===== config.mk =====
export PLATFORM = sky130hd
export DESIGN_NAME = gsit_ctrl
export DESIGN_NICKNAME = d
export VERILOG_FILES = /design/src/rtl/core/gsit_pkg.sv /design/src/rtl/core/gsit_ctrl.sv
export SDC_FILE = /design/constraint.sdc
export NUM_CORES = 1
export LEC_CHECK = 0
export ABC_AREA = 1
export ABC_CLOCK_PERIOD_IN_PS = 1100
export BUFFER_PORTS_ARGS = -buffer_cell sky130_fd_sc_hd__buf_2
export CORE_AREA = 2 2 39 41
export DETAILED_ROUTE_END_ITERATION = 16
export DIE_AREA = 0 0 41 43
export PLACE_DENSITY_LB_ADDON = 0.05
export SYNTH_ARGS = -nofsm -noshare
export SYNTH_HDL_FRONTEND = slang
export SYNTH_SLANG_ARGS = --single-unit

===== constraint.sdc =====
create_clock -name clock -period 1.1 [get_ports clock]
set_input_delay 0.11 -clock clock [delete_from_list [all_inputs] [get_ports clock]]
set_output_delay 0.11 -clock clock [all_outputs]
set_load 0.03 [all_outputs]

===== src/rtl/core/gsit_pkg.sv =====
// Shared constants, codes and types for the generational slot id table.
package gsit_pkg;

   localparam int SLOTS     = 1024;
   localparam int SLOT_W    = $clog2(SLOTS);
   localparam int HEAD_W    = SLOT_W + 1;
   localparam int GEN_SHIFT = 12;
   localparam int ID_W      = 31;
   localparam int RUN_W     = 32;
   localparam int CMD_W     = 2;
   localparam int STAT_W    = 2;

   localparam logic [CMD_W-1:0] CMD_ALLOC  = 2'd0;
   localparam logic [CMD_W-1:0] CMD_LOOKUP = 2'd1;
   localparam logic [CMD_W-1:0] CMD_FREE   = 2'd2;
   localparam logic [CMD_W-1:0] CMD_RUN    = 2'd3;

   localparam logic [STAT_W-1:0] STAT_OK   = 2'd0;
   localparam logic [STAT_W-1:0] STAT_BAD  = 2'd1;
   localparam logic [STAT_W-1:0] STAT_FULL = 2'd2;

   typedef enum logic [1:0] {
      S_CLEAR,
      S_IDLE,
      S_EXEC
   } state_type;

   typedef struct packed {
      logic clear_en;
      logic read_en;
      logic exec_en;
   } dp_ctl_type;

   typedef struct packed {
      logic clear_last;
   } dp_stat_type;

endpackage


===== src/rtl/core/gsit_ctrl.sv =====
// Controller state machine: clearing pass, request acceptance and result handoff.
module gsit_ctrl (
   input  logic                 clock,
   input  logic                 reset,
   input  logic                 req_valid,
   output logic                 req_ready,
   output logic                 rsp_valid,
   input  logic                 rsp_ready,
   output gsit_pkg::dp_ctl_type ctl,
   input  gsit_pkg::dp_stat_type stat
);
   import gsit_pkg::*;

   state_type state_ff;
   state_type state_in;
   logic      rsp_valid_ff;
   logic      rsp_valid_in;
   logic      out_free;

   assign out_free = !rsp_valid_ff || rsp_ready;

   always_comb begin
      state_in = state_ff;
      unique case (state_ff)
         S_CLEAR: begin
            if (stat.clear_last) begin
               state_in = S_IDLE;
            end
         end
         S_IDLE: begin
            if (req_valid) begin
               state_in = S_EXEC;
            end
         end
         S_EXEC: begin
            if (out_free) begin
               state_in = S_IDLE;
            end
         end
         default: begin
            state_in = S_CLEAR;
         end
      endcase
   end

   always_comb begin
      req_ready    = (state_ff == S_IDLE);
      ctl.clear_en = (state_ff == S_CLEAR);
      ctl.read_en  = (state_ff == S_IDLE) && req_valid;
      ctl.exec_en  = (state_ff == S_EXEC) && out_free;
      if (ctl.exec_en) begin
         rsp_valid_in = 1'b1;
      end else if (rsp_ready) begin
         rsp_valid_in = 1'b0;
      end else begin
         rsp_valid_in = rsp_valid_ff;
      end
   end

   assign rsp_valid = rsp_valid_ff;

   always_ff @(posedge clock) begin
      if (reset) begin
         state_ff     <= S_CLEAR;
         rsp_valid_ff <= 1'b0;
      end else begin
         state_ff     <= state_in;
         rsp_valid_ff <= rsp_valid_in;
      end
   end

endmodule


==> run metrics <==
Setup crit end kind=primary output; Worst-Margin Slew=147 ps; number of detailed-route iterations in the first pass=1; Post-CTS Hold Buffers=0; syn nets=29; Synth Instances=24; Worst path max stage delay=360 ps; Yosys top cell by area=dfxtp_1; Final nets=42; final setup vio count=0; register share of total power=31.8%; Ports=10; Worst EP required=990 ps; Overflow after GRT=0; routed vias/inst=3.40; post-synthesis sequential area ratio=35.3%; initial drt markers=0; Root Buffer=clkbuf_4; Slew Viols, Final=0; unrepaired setup endpoints after global routing=yes; proportion of layout cells with a drive suffix above 1=66.7%; Finished Layout Cells=52; crit-path cells=inv_4 -> nor3_2 -> buf_4; Synth cell types=14; internal power=0.278 mW; f_max=941 MHz; Crit Path Category=reg2out; via count=177; DIE AREA=0.00176 mm2; num rows=14; average size of a mapped cell=7.09 um2; #FFs+latches synth=3; largest fanout on the critical path=4; initial cell density of the core=12.3%; Hold WC Path Type=in2reg; final core utilization=20.3%; core area=0.00138 mm2; Post-Syn Area=170 um2; first-pass GRT wire length=669 um; DIE WIDTH=41 um; VDD IR-drop max=0.586 mV; Fill cells=166; synth-to-layout area growth=65.4%; synth top area cells=dfxtp_1 35%, inv_1 11%, nand2_1 8.8%; Worst-path clk slew=30 ps; clk buf depth=2; Post CTS Setup Buffer Count=0; hpwl dp=329 um; status=complete, no violations; pin count of the biggest net entering global routing=7; Sw Share=28.8%; Post-Layout Inst Area=282 um2; total of max-cap violations=0; Routed Antenna Nets=0; TritonCTS clock tree=done; Hold Vio Cnt, Final=0; Synth warnings=0; clk sinks=3; share of the synthesized area in the top cell type=35.3%; CTS H-tree lvls=1; Post-route DRC=0; placed inst area=230 um2; number of global-route vias before repair=196; sw power=0.112 mW; Leak=0.143 nW; CP arrival=950 ps; initial antenna violation count=0; all-layer global routing usage=6.41%; power per cell area=1380 mW/mm2; WL/cell=8.08 um; slowest CP cell=dfxtp_4; Port-buffer cells=9; Slew headroom=90.1%; Routed WL=420 um; post-layout min period=1060 ps; chip height=43 um; Gate power share=19.7%; Clock Power Share=48.5%; total CTS buffers=3; CP Launch Type=flop; placed cells=48; GPL Wtd Cong=0.677; Fin Clk Skew=0.864 ps; Skew-Pair Late Insertion Delay=230 ps; Ant. Diodes=0; final worst-path cycle share=96.6%
-- power by group through the flow --
stage               Sequential, mW  Combinational, mW  Clock (mW)
detailed placement           0.125             0.0735           0
CTS                          0.125             0.0768       0.202
finish                       0.124             0.0768       0.189
global route                 0.125             0.0836       0.217
floorplan                    0.125             0.0494           0
global placement             0.125             0.0735           0
-- cell type report --
type / count / area [um2] / area share (%)
Timing Repair Buffer: 9 / 50.0 / 17.8
Tap cell: 16 / 20.0 / 7.11
Clock buffer: 4 / 26.3 / 9.33
Sequential cell: 3 / 67.6 / 24.0
Inverter: 6 / 25.0 / 8.89
Multi-Input combinational cell: 14 / 92.6 / 32.9
-- synthesized netlist by cell type --
master and count:
nor2_2 2, nand2_2 1, a21oi_2 1, dfxtp_1 3, nand3_1 1, nor2_1 1
nand2_1 4, nor2_4 1, buf_4 1, o21a_1 1, inv_1 5, o21ai_0 1
nor3_1 1, inv_2 1
-- state kept, by name, indices dropped and copies added, names as in the netlist --
| name | count |
|---|---|
| rsp_valid | 1 |
| state_ff | 2 |
-- critical path: cells and delay by family (launching register included) --
| family | cells | cell delay (ps) |
|---|---|---|
| flip-flops | 1 | 360 |
| buffers and inverters | 2 | 230 |
| AND/OR/NAND/NOR | 1 | 140 |
-- through the flow --
| stage | hold WS (ps) | worst slack, ps | TNS [ps] | total power [mW] |
|---|---|---|---|---|
| 2_1_floorplan | 172 | 68.9 | 0 | 0.175 |
| 3_3_place_gp | 296 | 141 | 0 | 0.199 |
| 3_5_place_dp | 296 | 152 | 0 | 0.198 |
| 4_1_cts | 39.4 | 2.12 | 0 | 0.404 |
| 5_1_grt | 40.3 | -16.6 | -17.9 | 0.425 |
| 6_report | 52.9 | 37.1 | 0 | 0.390 |
-- layer usage --
metal	vias up	global-route usage (%)	part of all wire, %
li1	96	-	-
met1	74	6.07	40
met2	7	7.50	50
met3	0	6.28	10
met4	0	6.00	0
met5	-	0	0
-- worst paths after layout --
kind / start / to / slack [ps] / cells past startpoint
setup / recovery: state_ff[1]$_SDFFE_PP0P_ / ctl[0] / 40 / 3
hold / removal: reset / state_ff[1]$_SDFFE_PP0P_ / 50 / 2
setup reg to reg: state_ff[1]$_SDFFE_PP0P_ / state_ff[0]$_SDFFE_PP0P_ / 300 / 5
hold reg to reg: state_ff[0]$_SDFFE_PP0P_ / state_ff[1]$_SDFFE_PP0P_ / 540 / 2
-- timing repair --
action	CTS	global route
endpoints found under the hold margin	0	0
resized for setup	5	5
endpoints found under the setup margin	3	3
-- kinds of logic after synthesis --
| group | Yosys count | synth area share (%) |
|---|---|---|
| AOI/OAI and AO/OA | 3 | 12.5 |
| DFF | 3 | 35.3 |
| buffers and inverters | 7 | 17.6 |
| and+or+nand+nor | 11 | 34.5 |
-- cells in the final DEF, fill, tap and decap left out --
cell type,count
clkbuf_1,1
nand2_1,4
clkbuf_4,3
nor3_2,1
buf_2,7
buf_4,2
nand3_2,1
dfxtp_4,2
inv_1,4
o21a_1,1
dfxtp_1,1
nand2_2,1
inv_4,1
nor2_2,3
nor2_4,1
o21ai_0,1
inv_2,1
a21oi_2,1
(Power assumes the default switching activity.)
